<file path="src/jbl_pkg.sv">
// Package: types, constants and lookup functions for the JSON byte lexer.
`timescale 1ns / 1ps

package jbl_pkg;

    localparam int LINE_BITS_DEF = 16;
    localparam int OUT_LINE_W    = 16;

    localparam int Q_DEPTH = 4;
    localparam int Q_PW    = $clog2(Q_DEPTH);
    localparam int Q_CW    = Q_PW + 1;

    localparam logic [7:0] CH_ZERO  = 8'h30;
    localparam logic [7:0] CH_ONE   = 8'h31;
    localparam logic [7:0] CH_NINE  = 8'h39;
    localparam logic [7:0] CH_MINUS = 8'h2d;
    localparam logic [7:0] CH_PLUS  = 8'h2b;
    localparam logic [7:0] CH_POINT = 8'h2e;
    localparam logic [7:0] CH_LO_E  = 8'h65;
    localparam logic [7:0] CH_UP_E  = 8'h45;
    localparam logic [7:0] CH_LO_U  = 8'h75;
    localparam logic [7:0] CH_QUOTE = 8'h22;
    localparam logic [7:0] CH_BSL   = 8'h5c;
    localparam logic [7:0] CH_SPACE = 8'h20;
    localparam logic [7:0] CH_TAB   = 8'h09;
    localparam logic [7:0] CH_CR    = 8'h0d;
    localparam logic [7:0] CH_LF    = 8'h0a;
    localparam logic [7:0] CH_LBRC  = 8'h7b;
    localparam logic [7:0] CH_RBRC  = 8'h7d;
    localparam logic [7:0] CH_LBRK  = 8'h5b;
    localparam logic [7:0] CH_RBRK  = 8'h5d;
    localparam logic [7:0] CH_COMMA = 8'h2c;
    localparam logic [7:0] CH_COLON = 8'h3a;

    typedef enum logic [1:0] {
        MODE_IDLE,
        MODE_WORD,
        MODE_STR,
        MODE_ESC
    } t_mode;

    typedef enum logic [2:0] {
        PH_START,
        PH_MINUS,
        PH_ZERO,
        PH_BODY,
        PH_EXP,
        PH_NONNUM
    } t_phase;

    typedef enum logic [3:0] {
        K_LBRACE,
        K_RBRACE,
        K_LBRACKET,
        K_RBRACKET,
        K_COMMA,
        K_COLON,
        K_STR_CHAR,
        K_STR_END,
        K_WORD_CHAR,
        K_NUMBER,
        K_BOOLEAN,
        K_NULL,
        K_BAD_STR,
        K_BAD_WORD
    } t_kind;

    typedef struct packed {
        t_kind                   kind;
        logic [7:0]              ch;
        logic [OUT_LINE_W-1:0]   line;
        logic                    last;
    } t_tok;

    typedef struct packed {
        logic [1:0] cnt;
        t_tok       e0;
        t_tok       e1;
    } t_push;

    // literal letters: sel 0 null, 1 true, 2 false; bit 8 marks a valid position
    function automatic logic [8:0] f_lit(input logic [1:0] sel, input logic [2:0] pos);
        logic [8:0] r;
        begin
            case ({sel, pos})
                5'b00_000: r = {1'b1, 8'h6e};
                5'b00_001: r = {1'b1, 8'h75};
                5'b00_010: r = {1'b1, 8'h6c};
                5'b00_011: r = {1'b1, 8'h6c};
                5'b01_000: r = {1'b1, 8'h74};
                5'b01_001: r = {1'b1, 8'h72};
                5'b01_010: r = {1'b1, 8'h75};
                5'b01_011: r = {1'b1, 8'h65};
                5'b10_000: r = {1'b1, 8'h66};
                5'b10_001: r = {1'b1, 8'h61};
                5'b10_010: r = {1'b1, 8'h6c};
                5'b10_011: r = {1'b1, 8'h73};
                5'b10_100: r = {1'b1, 8'h65};
                default:   r = 9'h000;
            endcase
            return r;
        end
    endfunction

endpackage

</file>
<file path="src/jbl_if.sv">
// Interfaces: byte input channel and token result channel.
`timescale 1ns / 1ps

interface jbl_byte_if;
    logic       valid;
    logic       ready;
    logic [7:0] text_byte;

    modport source (output valid, output text_byte, input ready);
    modport sink   (input valid, input text_byte, output ready);
endinterface

interface jbl_tok_if;
    logic        valid;
    logic        ready;
    logic [3:0]  kind;
    logic [7:0]  char_value;
    logic [15:0] line_number;
    logic        last_of_run;

    modport source (output valid, output kind, output char_value, output line_number,
                    output last_of_run, input ready);
    modport sink   (input valid, input kind, input char_value, input line_number,
                    input last_of_run, output ready);
endinterface

</file>
<file path="src/jbl_lex.sv">
// Lexer state and per-byte token decode, up to two tokens per byte.
`timescale 1ns / 1ps

module jbl_lex
    import jbl_pkg::*;
#(
    parameter int LINE_BITS = LINE_BITS_DEF
) (
    input  logic       i_clk,
    input  logic       i_rst_n,
    input  logic       i_en,
    input  logic [7:0] i_byte,
    output t_push      o_push
);

    t_mode                r_mode,  n_mode;
    logic [LINE_BITS-1:0] r_line,  n_line;
    t_phase               r_ph,    n_ph;
    logic                 r_ok,    n_ok;
    logic                 r_pt,    n_pt;
    logic                 r_ex,    n_ex;
    logic [2:0]           r_len,   n_len;
    logic [2:0]           r_match, n_match;

    logic [31:0]           line_ext;
    logic [OUT_LINE_W-1:0] line_out;

    assign line_ext = 32'(r_line);
    assign line_out = (line_ext > 32'h0000_ffff) ? {OUT_LINE_W{1'b1}}
                                                 : line_ext[OUT_LINE_W-1:0];

    always_comb begin
        logic [7:0]  c;
        logic        is_punct;
        logic        ws;
        logic        ends;
        t_kind       pk;
        t_kind       wk;
        logic [1:0]  cnt;
        t_tok        toks [2];
        t_phase      b_ph;
        logic        b_ok, b_pt, b_ex;
        logic [2:0]  b_len, b_match;
        logic [8:0]  lc;
        logic        is_dig;

        c        = i_byte;
        cnt      = 2'd0;
        lc       = 9'h000;
        toks[0]  = '{kind: K_LBRACE, ch: 8'h00, line: line_out, last: 1'b0};
        toks[1]  = '{kind: K_LBRACE, ch: 8'h00, line: line_out, last: 1'b0};
        n_mode   = r_mode;
        n_ph     = r_ph;
        n_ok     = r_ok;
        n_pt     = r_pt;
        n_ex     = r_ex;
        n_len    = r_len;
        n_match  = r_match;
        is_dig   = (c >= CH_ZERO) && (c <= CH_NINE);

        is_punct = 1'b1;
        pk       = K_LBRACE;
        case (c)
            CH_LBRC:  pk = K_LBRACE;
            CH_RBRC:  pk = K_RBRACE;
            CH_LBRK:  pk = K_LBRACKET;
            CH_RBRK:  pk = K_RBRACKET;
            CH_COMMA: pk = K_COMMA;
            CH_COLON: pk = K_COLON;
            default:  is_punct = 1'b0;
        endcase
        ws   = (c == CH_SPACE) || (c == CH_TAB) || (c == CH_CR) || (c == CH_LF);
        ends = is_punct || ws || (c == CH_QUOTE);

        // classification of the word held in the registers
        if (r_ph != PH_NONNUM) begin
            if (r_ok && r_ph != PH_MINUS && r_ph != PH_EXP && r_ph != PH_START) begin
                wk = K_NUMBER;
            end else begin
                wk = K_BAD_WORD;
            end
        end else if (r_len == 3'd4 && r_match[0]) begin
            wk = K_NULL;
        end else if (r_len == 3'd4 && r_match[1]) begin
            wk = K_BOOLEAN;
        end else if (r_len == 3'd5 && r_match[2]) begin
            wk = K_BOOLEAN;
        end else begin
            wk = K_BAD_WORD;
        end

        // word state the next word byte builds on: fresh unless a word is open
        if (r_mode == MODE_WORD) begin
            b_ph = r_ph;  b_ok = r_ok;  b_pt = r_pt;  b_ex = r_ex;
            b_len = r_len;  b_match = r_match;
        end else begin
            b_ph = PH_START;  b_ok = 1'b1;  b_pt = 1'b0;  b_ex = 1'b0;
            b_len = 3'd0;  b_match = 3'b111;
        end

        unique case (r_mode)
            MODE_STR: begin
                if (c == CH_QUOTE) begin
                    toks[0].kind = K_STR_END;
                    cnt    = 2'd1;
                    n_mode = MODE_IDLE;
                end else if (c == CH_BSL) begin
                    n_mode = MODE_ESC;
                end else if (c < CH_SPACE) begin
                    toks[0].kind = K_BAD_STR;
                    cnt    = 2'd1;
                    n_mode = MODE_IDLE;
                end else begin
                    toks[0].kind = K_STR_CHAR;
                    toks[0].ch   = c;
                    cnt          = 2'd1;
                end
            end
            MODE_ESC: begin
                case (c) inside
                    8'h62, 8'h66, 8'h6e, 8'h72, 8'h74, CH_QUOTE, 8'h2f, CH_BSL: begin
                        toks[0].kind = K_STR_CHAR;
                        toks[0].ch   = c;
                        cnt          = 2'd1;
                        n_mode       = MODE_STR;
                    end
                    CH_LO_U: begin
                        toks[0].kind = K_STR_CHAR;
                        toks[0].ch   = CH_BSL;
                        toks[1].kind = K_STR_CHAR;
                        toks[1].ch   = CH_LO_U;
                        cnt          = 2'd2;
                        n_mode       = MODE_STR;
                    end
                    default: begin
                        toks[0].kind = K_BAD_STR;
                        cnt          = 2'd1;
                        n_mode       = MODE_IDLE;
                    end
                endcase
            end
            MODE_IDLE, MODE_WORD: begin
                if (r_mode == MODE_WORD && ends) begin
                    toks[0].kind = wk;
                    cnt      = 2'd1;
                    n_mode   = MODE_IDLE;
                    n_ph     = PH_START;
                    n_ok     = 1'b1;
                    n_pt     = 1'b0;
                    n_ex     = 1'b0;
                    n_len    = 3'd0;
                    n_match  = 3'b111;
                end
                if (is_punct) begin
                    toks[cnt[0]].kind = pk;
                    cnt = cnt + 2'd1;
                end else if (c == CH_QUOTE) begin
                    n_mode = MODE_STR;
                end else if (!ws) begin
                    n_mode  = MODE_WORD;
                    n_match = b_match;
                    for (int i = 0; i < 3; i++) begin
                        lc = f_lit(2'(i), b_len);
                        if (!(lc[8] && lc[7:0] == c)) begin
                            n_match[i] = 1'b0;
                        end
                    end
                    n_len = (b_len < 3'd6) ? b_len + 3'd1 : b_len;
                    n_ph  = b_ph;
                    n_ok  = b_ok;
                    n_pt  = b_pt;
                    n_ex  = b_ex;
                    case (b_ph)
                        PH_START, PH_MINUS: begin
                            if (c >= CH_ONE && c <= CH_NINE) begin
                                n_ph = PH_BODY;
                            end else if (c == CH_ZERO) begin
                                n_ph = PH_ZERO;
                            end else if (c == CH_MINUS && b_ph == PH_START) begin
                                n_ph = PH_MINUS;
                            end else if (b_ph == PH_START) begin
                                n_ph = PH_NONNUM;
                            end else begin
                                n_ok = 1'b0;
                            end
                        end
                        PH_ZERO: begin
                            if (c == CH_POINT) begin
                                n_pt = 1'b1;
                                n_ph = PH_BODY;
                            end else begin
                                n_ok = 1'b0;
                            end
                        end
                        PH_BODY: begin
                            if (c == CH_LO_E || c == CH_UP_E) begin
                                if (b_ex) begin
                                    n_ok = 1'b0;
                                end else begin
                                    n_ex = 1'b1;
                                    n_ph = PH_EXP;
                                end
                            end else if (c == CH_POINT) begin
                                if (b_pt) begin
                                    n_ok = 1'b0;
                                end else begin
                                    n_pt = 1'b1;
                                end
                            end else if (!is_dig) begin
                                n_ok = 1'b0;
                            end
                        end
                        PH_EXP: begin
                            if (c == CH_PLUS || c == CH_MINUS || is_dig) begin
                                n_ph = PH_BODY;
                            end else begin
                                n_ok = 1'b0;
                            end
                        end
                        default: ;
                    endcase
                    toks[cnt[0]].kind = K_WORD_CHAR;
                    toks[cnt[0]].ch   = c;
                    cnt = cnt + 2'd1;
                end
            end
        endcase

        toks[0].last = (cnt == 2'd1);
        toks[1].last = (cnt == 2'd2);

        n_line = (c == CH_LF && r_line != {LINE_BITS{1'b1}}) ? r_line + LINE_BITS'(1)
                                                              : r_line;

        o_push.cnt = i_en ? cnt : 2'd0;
        o_push.e0  = toks[0];
        o_push.e1  = toks[1];
    end

    always_ff @(posedge i_clk) begin
        if (!i_rst_n) begin
            r_mode  <= MODE_IDLE;
            r_line  <= LINE_BITS'(1);
            r_ph    <= PH_START;
            r_ok    <= 1'b1;
            r_pt    <= 1'b0;
            r_ex    <= 1'b0;
            r_len   <= 3'd0;
            r_match <= 3'b111;
        end else if (i_en) begin
            r_mode  <= n_mode;
            r_line  <= n_line;
            r_ph    <= n_ph;
            r_ok    <= n_ok;
            r_pt    <= n_pt;
            r_ex    <= n_ex;
            r_len   <= n_len;
            r_match <= n_match;
        end
    end

endmodule

</file>
<file path="src/jbl_res_q.sv">
// Result queue: takes up to two tokens a cycle, hands out one a cycle while the sink is ready.
`timescale 1ns / 1ps

module jbl_res_q
    import jbl_pkg::*;
(
    input  logic         i_clk,
    input  logic         i_rst_n,
    input  t_push        i_push,
    output logic         o_room,
    jbl_tok_if.source    o_tok
);

    t_tok             r_mem [Q_DEPTH];
    logic [Q_PW-1:0]  r_wr, n_wr;
    logic [Q_PW-1:0]  r_rd, n_rd;
    logic [Q_CW-1:0]  r_cnt, n_cnt;
    logic             pop;
    logic [Q_PW-1:0]  wr_nxt;

    assign o_room = (r_cnt <= Q_CW'(Q_DEPTH - 2));
    assign pop    = o_tok.valid && o_tok.ready;
    assign wr_nxt = r_wr + Q_PW'(1);

    assign o_tok.valid       = (r_cnt != '0);
    assign o_tok.kind        = r_mem[r_rd].kind;
    assign o_tok.char_value  = r_mem[r_rd].ch;
    assign o_tok.line_number = r_mem[r_rd].line;
    assign o_tok.last_of_run = r_mem[r_rd].last;

    always_comb begin
        n_wr  = r_wr + Q_PW'(i_push.cnt);
        n_rd  = r_rd + Q_PW'(pop);
        n_cnt = r_cnt + Q_CW'(i_push.cnt) - Q_CW'(pop);
    end

    always_ff @(posedge i_clk) begin
        if (i_push.cnt != 2'd0) begin
            r_mem[r_wr] <= i_push.e0;
        end
        if (i_push.cnt == 2'd2) begin
            r_mem[wr_nxt] <= i_push.e1;
        end
    end

    always_ff @(posedge i_clk) begin
        if (!i_rst_n) begin
            r_wr  <= '0;
            r_rd  <= '0;
            r_cnt <= '0;
        end else begin
            r_wr  <= n_wr;
            r_rd  <= n_rd;
            r_cnt <= n_cnt;
        end
    end

endmodule

</file>
<file path="src/json_byte_lexer.sv">
// Top level: byte-serial JSON tokenizer with input register and result queue.
//
//  channel  | dir | payload                                        | handshake
//  i_text   | in  | text_byte[7:0]                                 | valid/ready
//  o_tok    | out | kind[3:0] char_value[7:0] line_number[15:0]    | valid/ready
//           |     | last_of_run                                    |
//
// One byte a cycle while the queue has room; path: input register, decode, queue.
// A byte makes zero to two tokens; the queue drains one token a cycle when ready,
// so a run of two-token bytes throttles input to the output rate.
// The decode stage fires when the queue has room for two tokens.
// Synchronous reset: lexer idle, line count one, queue empty.
`timescale 1ns / 1ps

module json_byte_lexer
    import jbl_pkg::*;
#(
    parameter int LINE_BITS = LINE_BITS_DEF
) (
    input  logic       i_clk,
    input  logic       i_rst_n,
    jbl_byte_if.sink   i_text,
    jbl_tok_if.source  o_tok
);

    logic       r_in_vld;
    logic [7:0] r_in_byte;
    logic       room;
    logic       lex_en;
    t_push      push;

    assign lex_en       = r_in_vld && room;
    assign i_text.ready = !r_in_vld || lex_en;

    always_ff @(posedge i_clk) begin
        if (!i_rst_n) begin
            r_in_vld <= 1'b0;
        end else if (i_text.ready) begin
            r_in_vld <= i_text.valid;
        end
    end

    always_ff @(posedge i_clk) begin
        if (i_text.ready && i_text.valid) begin
            r_in_byte <= i_text.text_byte;
        end
    end

    jbl_lex #(
        .LINE_BITS (LINE_BITS)
    ) u_lex (
        .i_clk   (i_clk),
        .i_rst_n (i_rst_n),
        .i_en    (lex_en),
        .i_byte  (r_in_byte),
        .o_push  (push)
    );

    jbl_res_q u_q (
        .i_clk   (i_clk),
        .i_rst_n (i_rst_n),
        .i_push  (push),
        .o_room  (room),
        .o_tok   (o_tok)
    );

endmodule
</file>
<file path="src/flat_wrapper.sv">
// flat-port wrapper written by rule: the top's interface ports become plain ports
module json_byte_lexer_flat import jbl_pkg::*;
#(
    parameter int LINE_BITS = LINE_BITS_DEF
)
  (i_clk, i_rst_n, i_text_valid, i_text_text_byte, i_text_ready, o_tok_valid, o_tok_kind, o_tok_char_value, o_tok_line_number, o_tok_last_of_run, o_tok_ready);
  jbl_byte_if i_text_i ();
  jbl_tok_if o_tok_i ();
  input  logic i_clk;
  input  logic i_rst_n;
  input wire logic [$bits(i_text_i.valid)-1:0] i_text_valid;
  input wire logic [$bits(i_text_i.text_byte)-1:0] i_text_text_byte;
  output wire logic [$bits(i_text_i.ready)-1:0] i_text_ready;
  output wire logic [$bits(o_tok_i.valid)-1:0] o_tok_valid;
  output wire logic [$bits(o_tok_i.kind)-1:0] o_tok_kind;
  output wire logic [$bits(o_tok_i.char_value)-1:0] o_tok_char_value;
  output wire logic [$bits(o_tok_i.line_number)-1:0] o_tok_line_number;
  output wire logic [$bits(o_tok_i.last_of_run)-1:0] o_tok_last_of_run;
  input wire logic [$bits(o_tok_i.ready)-1:0] o_tok_ready;
  assign i_text_i.valid = i_text_valid;
  assign i_text_i.text_byte = i_text_text_byte;
  assign i_text_ready = i_text_i.ready;
  assign o_tok_valid = o_tok_i.valid;
  assign o_tok_kind = o_tok_i.kind;
  assign o_tok_char_value = o_tok_i.char_value;
  assign o_tok_line_number = o_tok_i.line_number;
  assign o_tok_last_of_run = o_tok_i.last_of_run;
  assign o_tok_i.ready = o_tok_ready;
  json_byte_lexer #(.LINE_BITS(LINE_BITS)) u_core (.i_clk(i_clk), .i_rst_n(i_rst_n), .i_text(i_text_i), .o_tok(o_tok_i));
endmodule
</file>
<file path="config.mk">
export PLATFORM = sky130hd
export DESIGN_NAME = json_byte_lexer_flat
export DESIGN_NICKNAME = d
export VERILOG_FILES = /design/src/jbl_pkg.sv /design/src/jbl_if.sv /design/src/jbl_lex.sv /design/src/jbl_res_q.sv /design/src/json_byte_lexer.sv /design/src/flat_wrapper.sv
export SDC_FILE = /design/constraint.sdc
export NUM_CORES = 1
export LEC_CHECK = 0
export BUFFER_PORTS_ARGS = -buffer_cell sky130_fd_sc_hd__buf_2
export CORE_ASPECT_RATIO = 0.6
export CORE_MARGIN = 2
export CORE_UTILIZATION = 35
export CTS_BUF_LIST = sky130_fd_sc_hd__clkbuf_8
export DETAILED_ROUTE_END_ITERATION = 8
export PLACE_DENSITY = 0.47
export SYNTH_ARGS = -nofsm -noshare
export SYNTH_HDL_FRONTEND = slang
export SYNTH_SLANG_ARGS = --single-unit
</file>
<file path="constraint.sdc">
create_clock -name i_clk -period 5.7 [get_ports i_clk]
set_input_delay 1.14 -clock i_clk [delete_from_list [all_inputs] [get_ports i_clk]]
set_output_delay 1.14 -clock i_clk [all_outputs]
set_load 0.005 [all_outputs]
</file>
==> results.cfg <==
[global_routing]
grt_usage_pct = 18.18
antenna_found_initial = 0
grt_pass1_wl_um = 34020
grt_pass1_vias = 5657
grt_overflow = 0
grt_max_degree = 31

[clock_tree]
cts.sinks = 162
htree_levels = 4
hold_buffers = 0
cts_buffer_depth = 2
cts-buffers-inserted = 17
cts_tree = done
cts_root_buf = clkbuf_8
clk_pin_slew_worst_paths_ns = 0.10
clock_latency_ns = 0.46
cts_resized = 0
cts_setup_buffers = 0

[logic_synthesis]
synthFlopType = edfxtp_1
yosys_warnings = 0
synth_most_common_cell = edfxtp_1
synth_area_per_cell_um2 = 12.07
yosys.area.top_type = edfxtp_1
synthArstFlopShare_pct = 0
synth_edf_count = 124
yosys.cell_types.count = 82
synth-seq-cells = 162
synth_cells = 695
netlist_area_um2 = 8391
synthTopCellsByCount = 124 x edfxtp_1, 54 x nor2_1, 39 x nand2_1, 38 x dfxtp_1, 33 x a21oi_1
synth_top_area_share_pct = 44.38
synthTopCellsByArea = edfxtp_1 44%, dfxtp_1 9.1%, mux4_2 7.8%
synth_nets = 721
ys_seq_area_share_pct = 53.44

[run]
maxCapViolCount = 0

[layout]
finalNetCount = 748
synthToLayoutAreaGrowth_pct = 10.08
fin_util_pct = 39.65
drive_above_1_share_pct = 19.73
diodes = 0

[critical_path]
crit_path_end_kind = flip-flop
worst-endpoint-arrival_ns = 4.98
path_max_fanout = 25
crit_required_ns = 6.05
cp-start-kind = flip-flop
critPathKind = flip-flop to flip-flop

[status]
status = complete, no violations

[routing]
via_per_inst = 5.605
vias = 5885
wl_met3_um = 1111
ant_nets = 0
drt_first_pass_iters = 5
dr.max_layer_used = met4
met2WireLength_um = 8912
wl_per_cell_um = 21.08
wl_met1_um = 11990
drt_wl_total_um = 22140
drc = 0
drtIter0Drc = 620

[power_and_ir_drop]
power.total_mw = 2.961
peakVddDrop_uv = 218.3
power_density_nw_per_um2 = 320.6
p_leak_nw = 3.105

[timing]
finalSetupViolations = 0
fin_crit_sh_pct = 81.19
period_minus_slack_ns = 4.628
hold_viol = 0
skew_ns = 0.01612
tns_ns = 0
drv_slew = 0
tightest_slew_ns = 1.224
fmaxAchievable_ghz = 0.2161
rsz0062_at_grt = no
slew_headroom_pct = 18.43

[place]
dp.final_hpwl_um = 14960
portBuffers = 42
place_congestion = 0.8613

[die]
die_w_um = 203.9
core_area_um2 = 23300
die_area_um2 = 25270
start_util_pct = 36.02
rows = 43
ios = 43
die_y_um = 123.9

[hold_path]
holdCritPathClass = flip-flop to flip-flop
[routing by layer]
layer  global-route usage (%)  vias up
met2                    24.74      168
met3                    3.637       12
met5                        0        -
met4                    3.695        0
met1                    29.17     2983
li1                         -     2722
[where the power goes]
| part | switching, mW | internal, mW | total, mW |
|---|---|---|---|
| Sequential | 0.0665 | 1.36 | 1.42 |
| Clock | 0.450 | 0.355 | 0.805 |
| Combinational | 0.397 | 0.335 | 0.732 |
| Total | 0.913 | 2.05 | 2.96 |
[logic make-up after synthesis]
logic type	after synthesis	share of synthesized area, %
flops	162	53.44
compound gates	142	12.11
xor+xnor	28	2.923
buf+inv	62	3.474
fa+ha+maj	14	2.177
mux	44	9.574
simple gates	243	16.30
[sequential cells by signal, indices dropped and copies added (netlist names)]
name and count:
u_core.u_q.r_mem 116, u_core.u_lex.r_match 3, u_core.r_in_vld 1, u_core.u_q.r_rd 2
u_core.r_in_byte 8, u_core.u_lex.r_ex 1, u_core.u_q.r_cnt 3, u_core.u_q.r_wr 2
u_core.u_lex.r_ph 3, u_core.u_lex.r_ok 1, u_core.u_lex.r_pt 1, u_core.u_lex.r_mode 2
u_core.u_lex.r_len 3, u_core.u_lex.r_line 16
[cell usage in the layout, fill, tap and decap left out, types with 9 or more instances in the layout]
master,instances
nor3_1,18
nor2_1,54
or3_1,10
o21ai_1,11
ha_1,13
clkbuf_8,18
dfxtp_1,37
inv_1,19
o21ai_0,16
edfxtp_1,124
nand2b_1,9
xor2_1,17
buf_4,12
a21oi_1,33
mux4_2,29
nand2_1,39
mux2i_1,15
and2_1,15
nand3_1,23
nor2b_1,12
xnor2_1,11
o22ai_1,11
buf_2,42
[metrics by stage]
stage                     hold slack [ns]  worst slack [ns]  area, µm²  cells
after floorplan                    0.4394            0.7402       8391    695
after global placement             0.4493             1.315       8870   1018
after detailed placement           0.4496             1.147       8870   1018
after CTS                          0.4649             1.117       9236   1050
after global routing               0.4917            0.6328       9236   1050
final                              0.4650             1.072       9236   1050
[area by class of cell]
| cell class | instances | area, µm² |
|---|---|---|
| Clock buffer | 18 | 247.7 |
| Clock inverter | 14 | 118.9 |
| Fill cell | 2197 | 14060 |
| Inverter | 16 | 60.06 |
| Multi-Input combinational cell | 471 | 3630 |
| Sequential cell | 162 | 4486 |
| Tap cell | 315 | 394.1 |
| Timing Repair Buffer | 54 | 300.3 |
[worst max-delay path, stage by stage (launching register included)]
cell and delay (ns):
edfxtp_1 0.92, xnor2_1 0.30, nor3_2 0.51, a211o_2 0.32, nand2_1 0.10, inv_1 0.07, ha_1 0.25, mux2i_1 0.25
nand2_1 0.09, a21oi_1 0.27, or3_1 0.18, ha_1 0.22, inv_1 0.06, ha_1 0.14, inv_1 0.05, fa_1 0.37
xor2_1 0.16, xnor2_1 0.12, and2_1 0.15
[final timing paths]
| path | from | endpoint | slack (ns) | depth (start not counted) |
|---|---|---|---|---|
| max reg2reg | u_core.r_in_byte[1] | u_core.u_q.r_cnt[2] | 1.07 | 18 |
| min | u_core.u_lex.r_ok | u_core.u_lex.r_ok | 0.46 | 2 |
| max | u_core.r_in_byte[1] | u_core.u_q.r_cnt[2] | 1.07 | 18 |
| min reg2reg | u_core.u_lex.r_ok | u_core.u_lex.r_ok | 0.46 | 2 |
Power figures use the tool's default switching activity.
